[src/sv/trle_pkg.sv]
package trle_pkg;

    localparam int unsigned BYTE_W          = 8;
    localparam int unsigned PIX_W           = 32;
    localparam int unsigned PIX_BYTES       = PIX_W / BYTE_W;
    localparam int unsigned REP_W           = 8;
    localparam int unsigned DIM_W           = 16;
    localparam int unsigned BPP_W           = 3;
    localparam int unsigned TOTAL_W         = 2 * DIM_W;
    localparam int unsigned CFG_IDX_W       = 2;
    localparam int unsigned CFG_DATA_W      = DIM_W;
    localparam int unsigned TDATA_W         = PIX_W + REP_W;
    localparam int unsigned DEFAULT_MAX_BPP = 4;

    // Header byte layout.
    localparam logic [BYTE_W-1:0] HDR_COUNT_MASK = 8'h7F;
    localparam logic [BYTE_W-1:0] HDR_RUN_FLAG   = 8'h80;

    // Reset values of the configuration registers.
    localparam logic [BPP_W-1:0]   BPP_RESET    = 3'd4;
    localparam logic [DIM_W-1:0]   WIDTH_RESET  = 16'd1;
    localparam logic [DIM_W-1:0]   HEIGHT_RESET = 16'd1;
    localparam logic [TOTAL_W-1:0] TOTAL_RESET  = 32'd1;

    typedef enum logic [CFG_IDX_W-1:0] {
        CFG_BPP    = 2'd0,
        CFG_WIDTH  = 2'd1,
        CFG_HEIGHT = 2'd2
    } cfg_idx_t;

endpackage

[src/sv/tga_rle_pixel_decoder.sv]
// A result is registered: it appears on the master side in the cycle after the byte that
// completes it (or the header that overruns the image) is accepted.
// Throughput: one compressed byte per cycle; the output register stalls input only while a
// result is held and the master side is not ready.
// Reset: rst_n is asynchronous and active low; it restores the default configuration
// (4 bytes per pixel, 1 x 1 image) and puts the decoder in front of a packet header.
module tga_rle_pixel_decoder #(
    parameter int unsigned MAX_BYTES_PER_PIXEL = trle_pkg::DEFAULT_MAX_BPP
) (
    input  logic                            clk,
    input  logic                            rst_n,

    // Configuration write port: 0 bytes per pixel, 1 image width, 2 image height.
    input  logic                            cfg_we,
    input  logic [trle_pkg::CFG_IDX_W-1:0]  cfg_index,
    input  logic [trle_pkg::CFG_DATA_W-1:0] cfg_data,

    // Compressed byte stream.
    input  logic                            s_axis_tvalid,
    output logic                            s_axis_tready,
    input  logic [trle_pkg::BYTE_W-1:0]     s_axis_tdata,   // [7:0] data_byte

    // Decoded pixel stream.
    output logic                            m_axis_tvalid,
    input  logic                            m_axis_tready,
    output logic [trle_pkg::TDATA_W-1:0]    m_axis_tdata,   // [31:0] pixel_value,
                                                            // [39:32] repeat_count
    output logic                            m_axis_tlast,   // image_done
    output logic                            m_axis_tuser    // error_code
);
    import trle_pkg::*;

    // The byte position counter must index every byte of the widest pixel, and the
    // incremented position must hold the pixel size itself for the completion compare.
    localparam int unsigned POS_W = (MAX_BYTES_PER_PIXEL > 1) ? $clog2(MAX_BYTES_PER_PIXEL) : 1;
    localparam int unsigned EFF_W = $clog2(MAX_BYTES_PER_PIXEL + 1);

    // Configuration registers. The pixel total is kept as a register and recomputed
    // on every width or height write, so the per-byte path only sees an add and compare.
    logic [BPP_W-1:0]   bpp_reg;
    logic [DIM_W-1:0]   width_reg;
    logic [DIM_W-1:0]   height_reg;
    logic [TOTAL_W-1:0] total_reg;
    logic [TOTAL_W-1:0] total_next;
    logic [DIM_W-1:0]   mul_a;
    logic [DIM_W-1:0]   mul_b;

    // Decoder state.
    logic               expect_header_reg, expect_header_next;
    logic               run_packet_reg, run_packet_next;
    logic [REP_W-1:0]   pixels_left_reg, pixels_left_next;
    logic [POS_W-1:0]   byte_pos_reg, byte_pos_next;
    logic [PIX_W-1:0]   pixel_asm_reg, pixel_asm_next;
    logic [TOTAL_W-1:0] pixels_done_reg, pixels_done_next;

    // Output register.
    logic               out_valid_reg, out_valid_next;
    logic [PIX_W-1:0]   out_pixel_reg;
    logic [REP_W-1:0]   out_rep_reg;
    logic               out_done_reg;
    logic               out_err_reg;

    // Result of the current transaction, if any.
    logic               res_valid;
    logic [PIX_W-1:0]   res_pixel;
    logic [REP_W-1:0]   res_rep;
    logic               res_done;
    logic               res_err;

    logic               in_acc;
    logic [EFF_W-1:0]   eff_bpp;
    logic [EFF_W-1:0]   pos_inc;
    logic [PIX_W-1:0]   asm_wr;
    logic [REP_W-1:0]   hdr_len;
    logic [TOTAL_W:0]   hdr_sum;
    logic [REP_W-1:0]   rep;
    logic [REP_W-1:0]   left_after;
    logic [TOTAL_W-1:0] done_sum;
    logic               img_done;

    // A new byte is taken whenever the output register is empty or being drained.
    assign s_axis_tready = !out_valid_reg || m_axis_tready;
    assign in_acc        = s_axis_tvalid && s_axis_tready;

    // ------------------------------------------------------------------
    // Configuration: the multiplier pairs the incoming dimension with the
    // stored other one.
    // ------------------------------------------------------------------
    always_comb
    begin
        mul_a = width_reg;
        mul_b = height_reg;
        if (cfg_we && (cfg_index == CFG_WIDTH))
        begin
            mul_a = cfg_data;
        end
        if (cfg_we && (cfg_index == CFG_HEIGHT))
        begin
            mul_b = cfg_data;
        end
        total_next = TOTAL_W'(mul_a) * TOTAL_W'(mul_b);
    end

    always_ff @(posedge clk or negedge rst_n)
    begin
        if (!rst_n)
        begin
            bpp_reg    <= BPP_RESET;
            width_reg  <= WIDTH_RESET;
            height_reg <= HEIGHT_RESET;
            total_reg  <= TOTAL_RESET;
        end
        else if (cfg_we)
        begin
            unique case (cfg_index)
                CFG_BPP:
                begin
                    bpp_reg <= cfg_data[BPP_W-1:0];
                end
                CFG_WIDTH:
                begin
                    width_reg <= cfg_data;
                    total_reg <= total_next;
                end
                CFG_HEIGHT:
                begin
                    height_reg <= cfg_data;
                    total_reg  <= total_next;
                end
                default:
                begin
                    // Unused register index: the write has no effect.
                end
            endcase
        end
    end

    // ------------------------------------------------------------------
    // Per-byte decode.
    // ------------------------------------------------------------------

    // A pixel size of zero behaves as one byte; anything above the maximum is clamped.
    always_comb
    begin
        if (bpp_reg == '0)
        begin
            eff_bpp = EFF_W'(1);
        end
        else if (32'(bpp_reg) > MAX_BYTES_PER_PIXEL)
        begin
            eff_bpp = EFF_W'(MAX_BYTES_PER_PIXEL);
        end
        else
        begin
            eff_bpp = EFF_W'(bpp_reg);
        end
    end

    // Drop the incoming byte into its lane; bytes beyond the 32-bit pixel are lost.
    always_comb
    begin
        asm_wr = pixel_asm_reg;
        for (int i = 0; i < PIX_BYTES; i++)
        begin
            if (32'(byte_pos_reg) == i)
            begin
                asm_wr[i*BYTE_W +: BYTE_W] = s_axis_tdata;
            end
        end
    end

    assign pos_inc = EFF_W'(byte_pos_reg) + EFF_W'(1);
    assign hdr_len = (s_axis_tdata & HDR_COUNT_MASK) + REP_W'(1);
    assign hdr_sum = {1'b0, pixels_done_reg} + (TOTAL_W + 1)'(hdr_len);

    assign rep        = run_packet_reg ? pixels_left_reg : REP_W'(1);
    assign left_after = run_packet_reg ? '0 : (pixels_left_reg - REP_W'(1));
    assign done_sum   = pixels_done_reg + TOTAL_W'(rep);
    assign img_done   = (done_sum == total_reg);

    always_comb
    begin
        expect_header_next = expect_header_reg;
        run_packet_next    = run_packet_reg;
        pixels_left_next   = pixels_left_reg;
        byte_pos_next      = byte_pos_reg;
        pixel_asm_next     = pixel_asm_reg;
        pixels_done_next   = pixels_done_reg;
        res_valid          = 1'b0;
        res_pixel          = asm_wr;
        res_rep            = rep;
        res_done           = img_done;
        res_err            = 1'b0;

        if (in_acc)
        begin
            if (expect_header_reg)
            begin
                if (hdr_sum > {1'b0, total_reg})
                begin
                    // The packet would run past the end of the image: report it,
                    // drop the image and look for the header of a new one.
                    pixels_done_next = '0;
                    run_packet_next  = 1'b0;
                    pixels_left_next = '0;
                    byte_pos_next    = '0;
                    pixel_asm_next   = '0;
                    res_valid        = 1'b1;
                    res_pixel        = '0;
                    res_rep          = '0;
                    res_done         = 1'b1;
                    res_err          = 1'b1;
                end
                else
                begin
                    expect_header_next = 1'b0;
                    run_packet_next    = |(s_axis_tdata & HDR_RUN_FLAG);
                    pixels_left_next   = hdr_len;
                    byte_pos_next      = '0;
                    pixel_asm_next     = '0;
                end
            end
            else if (pos_inc < eff_bpp)
            begin
                // Pixel not yet complete.
                byte_pos_next  = pos_inc[POS_W-1:0];
                pixel_asm_next = asm_wr;
            end
            else
            begin
                // Last byte of a pixel: emit it. A run packet ends after its one
                // pixel; a raw packet ends when its count runs out.
                byte_pos_next  = '0;
                pixel_asm_next = '0;
                res_valid      = 1'b1;
                if (img_done)
                begin
                    pixels_done_next   = '0;
                    pixels_left_next   = '0;
                    expect_header_next = 1'b1;
                end
                else
                begin
                    pixels_done_next   = done_sum;
                    pixels_left_next   = left_after;
                    expect_header_next = (left_after == '0);
                end
            end
        end
    end

    always_ff @(posedge clk or negedge rst_n)
    begin
        if (!rst_n)
        begin
            expect_header_reg <= 1'b1;
            run_packet_reg    <= 1'b0;
            pixels_left_reg   <= '0;
            byte_pos_reg      <= '0;
            pixel_asm_reg     <= '0;
            pixels_done_reg   <= '0;
            out_valid_reg     <= 1'b0;
        end
        else
        begin
            expect_header_reg <= expect_header_next;
            run_packet_reg    <= run_packet_next;
            pixels_left_reg   <= pixels_left_next;
            byte_pos_reg      <= byte_pos_next;
            pixel_asm_reg     <= pixel_asm_next;
            pixels_done_reg   <= pixels_done_next;
            out_valid_reg     <= out_valid_next;
        end
    end

    // ------------------------------------------------------------------
    // Output register: loads a new result whenever one is produced, which can
    // only happen when it is empty or being taken in the same cycle.
    // ------------------------------------------------------------------
    always_comb
    begin
        out_valid_next = out_valid_reg;
        if (in_acc && res_valid)
        begin
            out_valid_next = 1'b1;
        end
        else if (m_axis_tready)
        begin
            out_valid_next = 1'b0;
        end
    end

    always_ff @(posedge clk)
    begin
        if (in_acc && res_valid)
        begin
            out_pixel_reg <= res_pixel;
            out_rep_reg   <= res_rep;
            out_done_reg  <= res_done;
            out_err_reg   <= res_err;
        end
    end

    assign m_axis_tvalid = out_valid_reg;
    assign m_axis_tdata  = {out_rep_reg, out_pixel_reg};
    assign m_axis_tlast  = out_done_reg;
    assign m_axis_tuser  = out_err_reg;

endmodule

[config.mk]
export PLATFORM = sky130hd
export DESIGN_NAME = tga_rle_pixel_decoder
export DESIGN_NICKNAME = d
export VERILOG_FILES = /design/src/sv/trle_pkg.sv /design/src/sv/tga_rle_pixel_decoder.sv
export SDC_FILE = /design/constraint.sdc
export NUM_CORES = 1
export LEC_CHECK = 0
export ABC_AREA = 1
export BUFFER_PORTS_ARGS = -buffer_cell sky130_fd_sc_hd__buf_2
export CAP_MARGIN = 15
export CORE_UTILIZATION = 50
export CTS_CLUSTER_SIZE = 28
export DETAILED_ROUTE_END_ITERATION = 8
export HOLD_SLACK_MARGIN = 0.02
export PLACE_DENSITY_LB_ADDON = 0.05
export SLEW_MARGIN = 5
export SYNTH_ARGS = -nofsm -noshare
export SYNTH_HDL_FRONTEND = slang
export SYNTH_SLANG_ARGS = --single-unit
[constraint.sdc]
create_clock -name clk -period 8.4 [get_ports clk]
set_clock_uncertainty 0.2 [all_clocks]
set_input_delay 1.26 -clock clk [delete_from_list [all_inputs] [get_ports clk]]
set_output_delay 1.26 -clock clk [all_outputs]
set_load 0.03 [all_outputs]
== Word level (Yosys, flattened, before mapping) ==
Index checks and enable logic that the tools add are counted.
Word-level totals
  register bits: 186
  bits of input ports: 31
  word-level logic and storage cells: 92
Cells by class
  $add $sub $neg: 5
  $mul: 1
  magnitude comparators: 3
  equality and inequality tests: 8
  multiplexer cells: 41
  reduce and logical (&&, ||, !) cells: 19
Operators by type and width (number)
  2-to-1 mux 32 bit: 9
  2-to-1 mux 8 bit: 13
  adder 32 x 8 -> 33 bit: 1
  greater-than comparator 33 x 32 -> 1 bit: 1
  adder 32 x 8 -> 32 bit: 1
  equality test 32 bit: 1
  multiplier 16 x 16 -> 32 bit: 1
  2-to-1 mux 16 bit: 2
  2-to-1 mux 1 bit: 13
  AND reduction 2 bit: 6
  adder 7 x 1 -> 8 bit (second input constant): 1
  zero test 8 bit: 1
  subtractor 8 x 1 -> 8 bit (second input constant): 1
  equality test 2 bit (second input constant): 3
  2-to-1 mux 3 bit: 2
  equality test 2 x 1 -> 1 bit (second input constant): 2
  logical AND 1 bit: 4
  zero test 2 bit: 2
  2-to-1 mux 2 bit: 2
  adder 2 x 1 -> 3 bit (second input constant): 1
  greater-than comparator 3 bit (second input constant): 1
  zero test 3 bit: 1
  < comparator 3 bit: 1
  AND reduction 3 bit: 1
  other kinds (6): 6

== Longest topological paths before layout ==
Gate-level depths: netlist of run 1.
  depth after elaboration: 9
  gate-level depth with buffers: 36
  gate-level depth less buffers: 34

== Worst setup path after synthesis of run 1 ==
Ideal clock, no wire load.
  path kind: input to register
  start point: in cfg_index[1] (netlist bit)
  end point: reg total_reg[25]
  library setup time: 0.130 ns
  arrival time: 7.612 ns
  slack: 0.458 ns
  stages: 29
  path buffers: 2
  path through: inv_1 -> ha_1 -> nand2_1 -> clkbuf_1 -> clkbuf_1 -> nand2_1 -> o21ai_1 -> clkinv_1 -> nand2_1 -> fa_1 -> inv_1 -> fa_1 -> fa_1 -> fa_1 -> fa_1 -> inv_1 -> fa_1 -> inv_1 -> ha_1 -> nand2_1 -> inv_1 -> nand3_1 -> nor3_1 -> a21oi_1 -> o21ai_0 -> a21oi_1 -> or2_2 -> nand3_1 -> o21ai_0
Between the ends
  longest elaborated chain between the ends: 4
  elaborated cells on any way between the ends: 9
  classes of those cells: mul (1); eq/ne (2); mux (2); reduce/logical (4)
RTL lines
  from (decl): RTL line tga_rle_pixel_decoder.sv:15  | input logic [trle_pkg::CFG_IDX_W-1:0] cfg_index,
  equality test 2 x 1 -> 1 bit or equality test 2 bit (tied branches): RTL line tga_rle_pixel_decoder.sv:93, tga_rle_pixel_decoder.sv:115, tga_rle_pixel_decoder.sv:97
  logical AND 1 bit (on tied branches): RTL line tga_rle_pixel_decoder.sv:93, tga_rle_pixel_decoder.sv:97
  2-to-1 mux 16 bit (on tied branches): RTL line tga_rle_pixel_decoder.sv:93, tga_rle_pixel_decoder.sv:97
  multiplier 16 x 16 -> 32 bit: RTL line tga_rle_pixel_decoder.sv:101  | total_next = TOTAL_W'(mul_a) * TOTAL_W'(mul_b);
  to (signal assigned): RTL line tga_rle_pixel_decoder.sv:123  | total_reg <= total_next;
  to (signal assigned): RTL line tga_rle_pixel_decoder.sv:128  | total_reg <= total_next;
  to (decl): RTL line tga_rle_pixel_decoder.sv:43  | logic [TOTAL_W-1:0] total_reg;
Parallel ways exist; a longest one is shown, timed or not.
A chain may end at the register's enable or synchronous reset.

== Worst setup path in the final report of run 1 ==
  start point: in cfg_index[0] (netlist bit)
  end point: reg total_reg[25]
The elaborated chain is that of the path after synthesis.

==> results of run 1 <==
synth_stat cells (all sizes together) (3+ instances only):
master | number | area share [%]
a21o | 7 | 0.26
a21oi | 78 | 2.0
a31oi | 4 | 0.13
buf | 20 | 0.66
clkbuf | 54 | 1.0
clkinv | 8 | 0.15
dfrtp | 139 | 17
dfstp | 5 | 0.66
edfxtp | 42 | 6.3
fa | 196 | 20
ha | 163 | 10
inv | 580 | 11
nand2 | 628 | 12
nand3 | 151 | 3.9
nand4 | 17 | 0.53
nor2 | 237 | 4.7
nor3 | 15 | 0.40
nor4 | 6 | 0.19
o211ai | 3 | 0.11
o21a | 3 | 0.11
o21ai | 148 | 3.7
o21bai | 3 | 0.11
o22ai | 34 | 1.1
or2 | 10 | 0.31
xnor2 | 21 | 0.92
xor2 | 45 | 2.0
path summary, 6_finish.rpt:
check	from	end	slack, ns	depth (start not counted)
setup / recovery	cfg_index[0]	total_reg[25]	0.65	28
hold / removal	bpp_reg[2]	bpp_reg[2]	0.30	2
setup reg to reg	height_reg[14]	total_reg[25]	1.75	25
hold reg to reg	bpp_reg[2]	bpp_reg[2]	0.30	2
max in group asynchronous	rst_n	total_reg[28]	5.94	2
min in group asynchronous	rst_n	pixel_asm_reg[11]	0.67	1
metal layers:
metal,GRT usage [%],up-vias
met5,0,-
met3,4.02,77
met4,8.60,0
met1,39.4,8050
li1,-,8236
met2,47.4,396
tightest hold or removal path, stage by stage (launching register included):
cell and delay (ns):
dfstp_2 0.37, nand2_1 0.05, o21ai_0 0.07
kinds of logic after synthesis:
group	after synthesis
multiplexers	1
AO/OA/AOI/OAI	288
XOR/XNOR	66
adder cells (fa/ha/maj)	359
AND/OR/NAND/NOR	1070
buffers and inverters	662
flip-flops	186
metrics by stage:
step | instance area, µm² | instances | hold slack (ns) | util, %
floorplan | 20000 | 2632 | 0.268 | -
global placement | 21200 | 3224 | 0.286 | 54.4
global route | 21800 | 3256 | 0.357 | 55.8
finish | 21800 | 3256 | 0.304 | 55.8
CTS | 21800 | 3256 | 0.309 | 55.8
detailed placement | 21200 | 3224 | 0.298 | 54.4
layout make-up:
type	instances	share of cell area, %
multi-input cells	1784	57.6
repair buffers	148	4.39
well taps	518	2.98
inverters	588	10.1
clock inverters	15	0.632
clock buffers	17	1.95
flip-flops and latches	186	22.4
==> flow_metrics.py, run 1 <==
metrics = {
    "floorplan": {
        "die-area_mm2": 0.0407,
        "std_cell_rows": 72,
        "io_pins": 75,
        "start_util_pct": 51.1,
        "core-area_mm2": 0.0390,
        "die_h_um": 202,
        "die_width_um": 202,
    },
    "critical_path": {
        "critPathCaptureType": "flip-flop",
        "critPathLaunchType": "primary input",
        "critPathArrivalTime_ns": 7.86,
        "critPathKind": "in2reg",
        "worst_path_max_delay_cell": "fa_1",
        "path_buf_inv": 8,
        "worst-path-max-fanout": 32,
        "cpPeakStageDelay_ns": 0.56,
        "cp_top_family": "adder cells",
        "cp_common_cell": "fa_1",
        "worstPathRequired_ns": 8.51,
    },
    "routing": {
        "met2WireLength_um": 25500,
        "wirelength_met1_um": 25500,
        "routedWlPerCell_um": 16.9,
        "routed_wl_um": 54900,
        "drcViolationCount": 0,
        "first_iter_violations": 983,
        "top_layer": "met4",
        "ant_nets": 0,
        "vias_per_cell": 5.15,
        "dr.pass1.iters": 5,
        "vias": 16800,
        "met3_length_um": 2590,
    },
    "cts": {
        "cts_tree": "done",
        "htree_num_levels": 4,
        "numClockSinks": 186,
        "cts_hold_buf": 0,
        "ctsResizeCount": 0,
        "clock-root-buffer": "clkbuf_16",
        "clk_latency_ns": 0.47,
        "cts_max_path_buffers": 2,
        "clk_pin_slew_worst_paths_ns": 0.07,
        "postCtsSetupBuffers": 0,
        "cts_buffers": 17,
    },
    "logic_synthesis": {
        "ys.flop_type": "dfrtp_1",
        "synth_top_family_by_area": "adder cells",
        "synth_area_mm2": 0.0200,
        "async_flop_share_pct": 77.4,
        "ys_seq_area_share_pct": 24.4,
        "syn_area_per_cell_um2": 7.58,
        "syn-num-nets": 3022,
        "synth.distinct_cells": 49,
        "ys_ff_latch": 186,
        "synth_mux_area_share_pct": 0.0564,
        "synthAdderAreaFrac_pct": 29.9,
        "yosys_warnings": 0,
        "synth-edff-count": 42,
        "synthSimpleGateAreaFrac_pct": 22.1,
        "synth_xor_area_share_pct": 2.90,
        "synth_compound_area_share_pct": 7.86,
        "syn_inst": 2632,
    },
    "placement": {
        "place_ws_ns": 0.200,
        "dp_hpwl_um": 44500,
        "gp_routability_congestion": 0.902,
        "portBuffers": 74,
    },
    "global_route": {
        "grt_overflow": 0,
        "grt_use_total_pct": 28.8,
        "antenna_found_initial": 0,
        "grt_pass1_wl_um": 90500,
        "grt_max_degree": 86,
        "grt_pass1_vias": 16900,
    },
    "layout": {
        "final_common_cell": "nand2_1",
        "post_route_cells_drive_above_1_share_pct": 8.07,
        "fillers": 3766,
        "seqCellArea_mm2": 0.00487,
        "mostFrequentLayoutCells": "622 x nand2_1, 577 x inv_1, 226 x nor2_1",
        "final_nets": 3115,
        "multi_input_area_mm2": 0.0125,
        "diodes": 0,
        "syn2layout_area_growth_pct": 9.19,
    },
    "timing": {
        "clock.fmax_ghz": 0.129,
        "tightest_slew_ns": 0.988,
        "report.final.hold_viol_count": 0,
        "relSlewSlack_pct": 34.0,
        "finalSetupViolCount": 0,
        "grt_setup_unrepaired": "no",
        "slew_violations": 0,
        "fin_setup_tns_ns": 0,
        "setup_slack_ns": 0.649,
        "period_needed_ns": 7.75,
        "finalCritPeriodShare_pct": 92.3,
    },
    "job": {
        "drv_cap": 0,
    },
    "hold_path": {
        "hp-class": "reg2reg",
    },
    "status": {
        "status": "complete, no violations",
    },
}
Power of run 1 is not shown: default switching activity piles up to over one toggle a cycle in this logic, so the estimate is an artifact.
==> run 2, diff against run 1 <==
--- a/config.mk
+++ b/config.mk
@@ -12,6 +12,7 @@
 export CTS_CLUSTER_SIZE = 28
 export DETAILED_ROUTE_END_ITERATION = 8
 export HOLD_SLACK_MARGIN = 0.02
+export MAX_ROUTING_LAYER = met4
 export PLACE_DENSITY_LB_ADDON = 0.05
 export SLEW_MARGIN = 5
 export SYNTH_ARGS = -nofsm -noshare
==> flow_metrics.py, run 2 (same netlist as run 1, synthesis figures left out) <==
metrics = {
    "layout": {
        "final_common_cell": "nand2_1",
        "final_nets": 3115,
        "fillers": 3753,
        "post_route_cells_drive_above_1_share_pct": 8.07,
        "mostFrequentLayoutCells": "622 x nand2_1, 577 x inv_1, 226 x nor2_1",
        "diodes": 0,
        "syn2layout_area_growth_pct": 9.43,
    },
    "timing": {
        "clock.fmax_ghz": 0.129,
        "period_needed_ns": 7.74,
        "tightest_slew_ns": 0.982,
        "report.final.hold_viol_count": 0,
        "slew_violations": 0,
        "fin_setup_tns_ns": 0,
        "grt_setup_unrepaired": "no",
        "holdWs_ns": 0.300,
        "finalCritPeriodShare_pct": 92.2,
        "relSlewSlack_pct": 34.4,
        "finalSetupViolCount": 0,
    },
    "cts": {
        "cts_hold_buf": 0,
        "numClockSinks": 186,
        "clk_latency_ns": 0.48,
        "postCtsSetupBuffers": 0,
        "htree_num_levels": 4,
        "cts_tree": "done",
        "clock-root-buffer": "clkbuf_16",
        "cts_max_path_buffers": 2,
        "ctsResizeCount": 0,
        "clk_pin_slew_worst_paths_ns": 0.07,
        "cts_buffers": 17,
    },
    "routing": {
        "ant_nets": 0,
        "dr.pass1.iters": 5,
        "first_iter_violations": 1048,
        "routed_wl_um": 55900,
        "vias_per_cell": 5.22,
        "routedWlPerCell_um": 17.2,
        "drcViolationCount": 0,
        "vias": 17000,
    },
    "critical_path": {
        "worst-path-max-fanout": 32,
        "critPathCaptureType": "flip-flop",
        "worst_path_max_delay_cell": "fa_1",
        "critPathLaunchType": "primary input",
        "critPathArrivalTime_ns": 7.85,
        "cp_common_cell": "fa_1",
        "cpPeakStageDelay_ns": 0.56,
        "worstPathRequired_ns": 8.50,
        "critPathKind": "in2reg",
    },
    "status": {
        "status": "complete, no violations",
    },
    "global_route": {
        "antenna_found_initial": 0,
        "grt_pass1_wl_um": 91600,
        "grt_use_total_pct": 30.1,
        "grt_max_degree": 79,
        "grt_overflow": 0,
        "grt_pass1_vias": 17400,
    },
    "placement": {
        "portBuffers": 74,
        "dp_hpwl_um": 44800,
        "gp_routability_congestion": 0.949,
    },
    "floorplan": {
        "core-area_mm2": 0.0390,
        "start_util_pct": 51.1,
        "io_pins": 75,
        "die_h_um": 202,
        "die_width_um": 202,
        "std_cell_rows": 72,
        "die-area_mm2": 0.0407,
    },
    "job": {
        "drv_cap": 0,
    },
    "hold_path": {
        "hp-class": "reg2reg",
    },
}
## run 2: worst paths after layout
path                                start           endpoint  slack (ns)  cells after the start
setup / recovery             cfg_index[0]      total_reg[25]        0.66                     29
hold / removal                 bpp_reg[2]         bpp_reg[2]        0.30                      2
setup reg to reg           height_reg[14]      total_reg[25]        1.70                     25
hold reg to reg                bpp_reg[2]         bpp_reg[2]        0.30                      2
max in group asynchronous           rst_n      total_reg[19]        5.87                      2
min in group asynchronous           rst_n  pixel_asm_reg[11]        0.64                      1
## run 2: routing by layer
layer | vias to the layer above | wire [µm] | track usage, %
li1 | 8240 | - | -
met1 | 8203 | 25300 | 39.7
met2 | 485 | 26200 | 48.2
met3 | 78 | 3140 | 4.42
met4 | 0 | 1180 | 8.33
met5 | - | 0 | -
## run 2: final cells by class
class	instances	area, µm²	share of cell area [%]
clock buffer	17	425	1.95
sequential	186	4870	22.3
tap	518	648	2.97
inverter	588	2210	10.1
clock inverter	15	186	0.854
multi-input combinational	1784	12500	57.4
timing repair buffer	148	957	4.38
## run 2: critical path, delay by kind of cell
family | cells | cell delay (ns)
AOI/OAI and AO/OA | 5 | 0.99
and+or+nand+nor | 8 | 1.13
adders and majority gates | 8 | 3.66
buffers and inverters | 8 | 0.80
## run 2: per-stage QoR
step           cell area [µm²]  utilization (%)  setup WS (ns)  cells
2_1_floorplan            20000                -          0.458   2632
3_3_place_gp             21200             54.4          0.357   3224
3_5_place_dp             21200             54.4          0.233   3224
4_1_cts                  21800             56.0          0.721   3256
5_1_grt                  21800             56.0          0.211   3256
6_report                 21800             56.0          0.655   3256
Power of run 2 is left out for the same reason.
==> run 3, diff against run 2 <==
--- a/config.mk
+++ b/config.mk
@@ -14,6 +14,8 @@
 export HOLD_SLACK_MARGIN = 0.02
 export MAX_ROUTING_LAYER = met4
 export PLACE_DENSITY_LB_ADDON = 0.05
+export RECOVER_POWER = 100
+export SKIP_CTS_REPAIR_TIMING = 1
 export SLEW_MARGIN = 5
 export SYNTH_ARGS = -nofsm -noshare
 export SYNTH_HDL_FRONTEND = slang
==> flow_metrics.py, run 3 (same netlist as run 1, synthesis figures left out) <==
metrics = {
    "status": {
        "status": "complete, but fails checks",
        "violations": "max-capacitance violations, max-slew violations",
    },
    "cts": {
        "cts_max_path_buffers": 2,
        "htree_num_levels": 4,
        "clock-root-buffer": "clkbuf_16",
        "cts_tree": "done",
        "cts_buffers": 17,
        "numClockSinks": 186,
        "clk_pin_slew_worst_paths_ns": 0.07,
        "clk_latency_ns": 0.48,
    },
    "timing": {
        "period_needed_ns": 7.79,
        "grt_setup_unrepaired": "no",
        "fin_setup_tns_ns": 0,
        "finalCritPeriodShare_pct": 92.7,
        "report.final.hold_viol_count": 0,
        "slew_violations": 147,
        "finalSetupViolCount": 0,
        "clock.fmax_ghz": 0.128,
        "relSlewSlack_pct": -210,
        "tightest_slew_ns": 4.65,
    },
    "critical_path": {
        "critPathCaptureType": "flip-flop",
        "worstPathRequired_ns": 8.50,
        "critPathKind": "in2reg",
        "cpPeakStageDelay_ns": 0.55,
        "rr_worst_depth": 26,
        "critPathArrivalTime_ns": 7.89,
        "worst-path-max-fanout": 32,
        "critPathLaunchType": "primary input",
        "worst_path_max_delay_cell": "fa_1",
    },
    "routing": {
        "routed_wl_um": 55900,
        "drcViolationCount": 0,
        "routedWlPerCell_um": 17.2,
        "vias": 17100,
        "ant_nets": 0,
        "dr.pass1.iters": 5,
        "vias_per_cell": 5.24,
        "first_iter_violations": 1117,
    },
    "global_route": {
        "grt_max_degree": 79,
        "antenna_found_initial": 0,
        "grt_use_total_pct": 30.1,
        "grt_pass1_wl_um": 91600,
        "grt_overflow": 0,
        "grt_pass1_vias": 17400,
    },
    "placement": {
        "dp_hpwl_um": 44800,
        "gp_routability_congestion": 0.949,
        "portBuffers": 74,
    },
    "floorplan": {
        "die_width_um": 202,
        "start_util_pct": 51.1,
        "io_pins": 75,
        "die_h_um": 202,
        "core-area_mm2": 0.0390,
        "die-area_mm2": 0.0407,
        "std_cell_rows": 72,
    },
    "layout": {
        "post_route_cells_drive_above_1_share_pct": 5.59,
        "mostFrequentLayoutCells": "623 x nand2_1, 577 x inv_1, 226 x nor2_1",
        "syn2layout_area_growth_pct": 8.64,
        "diodes": 0,
        "final_common_cell": "nand2_1",
        "final_nets": 3115,
    },
    "job": {
        "drv_cap": 2,
    },
    "hold_path": {
        "hp-class": "reg2reg",
        "whs_path_depth": 2,
    },
}
==> run 3: changes by cell type in the layout (fill, tap and decap cells not counted), sizes merged <==
cell,before,now
buf,148,79
clkbuf,17,86
==> run 3: final timing paths <==
check / startpoint / endpoint / slack [ns]
worst max-delay path: cfg_index[1] / total_reg[25] / 0.61
worst min-delay path: bpp_reg[2] / bpp_reg[2] / 0.30
max in group asynchronous: rst_n / total_reg[19] / 2.11
worst min register to register: bpp_reg[2] / bpp_reg[2] / 0.30
worst max register to register: width_reg[7] / total_reg[25] / 1.64
min in group asynchronous: rst_n / pixel_asm_reg[11] / 2.24
==> run 3: worst max-delay path: cells and delay by family <==
family | cells | cell delay (ns)
adders and majority gates | 8 | 3.45
buffers and inverters | 9 | 1.19
and+or+nand+nor | 7 | 1.03
AOI/OAI and AO/OA | 5 | 0.94
==> run 3: through the flow <==
| step | hold WS (ns) | utilization (%) | worst slack [ns] | instances | area, µm² |
|---|---|---|---|---|---|
| finish | 0.298 | 55.6 | 0.612 | 3256 | 21700 |
| global route | 0.331 | 55.6 | 0.126 | 3256 | 21700 |
| CTS | 0.299 | 56.0 | 0.721 | 3256 | 21800 |
| detailed placement | 0.288 | 54.4 | 0.233 | 3224 | 21200 |
| global placement | 0.285 | 54.4 | 0.357 | 3224 | 21200 |
| floorplan | 0.268 | - | 0.458 | 2632 | 20000 |
==> run 3: layer usage <==
metal	track usage [%]	wire, µm
met5	-	0
met4	8.33	1240
met3	4.42	3240
met2	48.2	26200
met1	39.7	25300
==> run 3: final cells by class <==
type | count | area (µm²)
well taps | 518 | 648
repair buffers | 148 | 817
inverters | 588 | 2210
multi-input cells | 1784 | 12500
fillers | 3809 | 17300
clock buffers | 17 | 425
clock inverters | 15 | 186
flip-flops and latches | 186 | 4870
Power of run 3 is left out for the same reason.
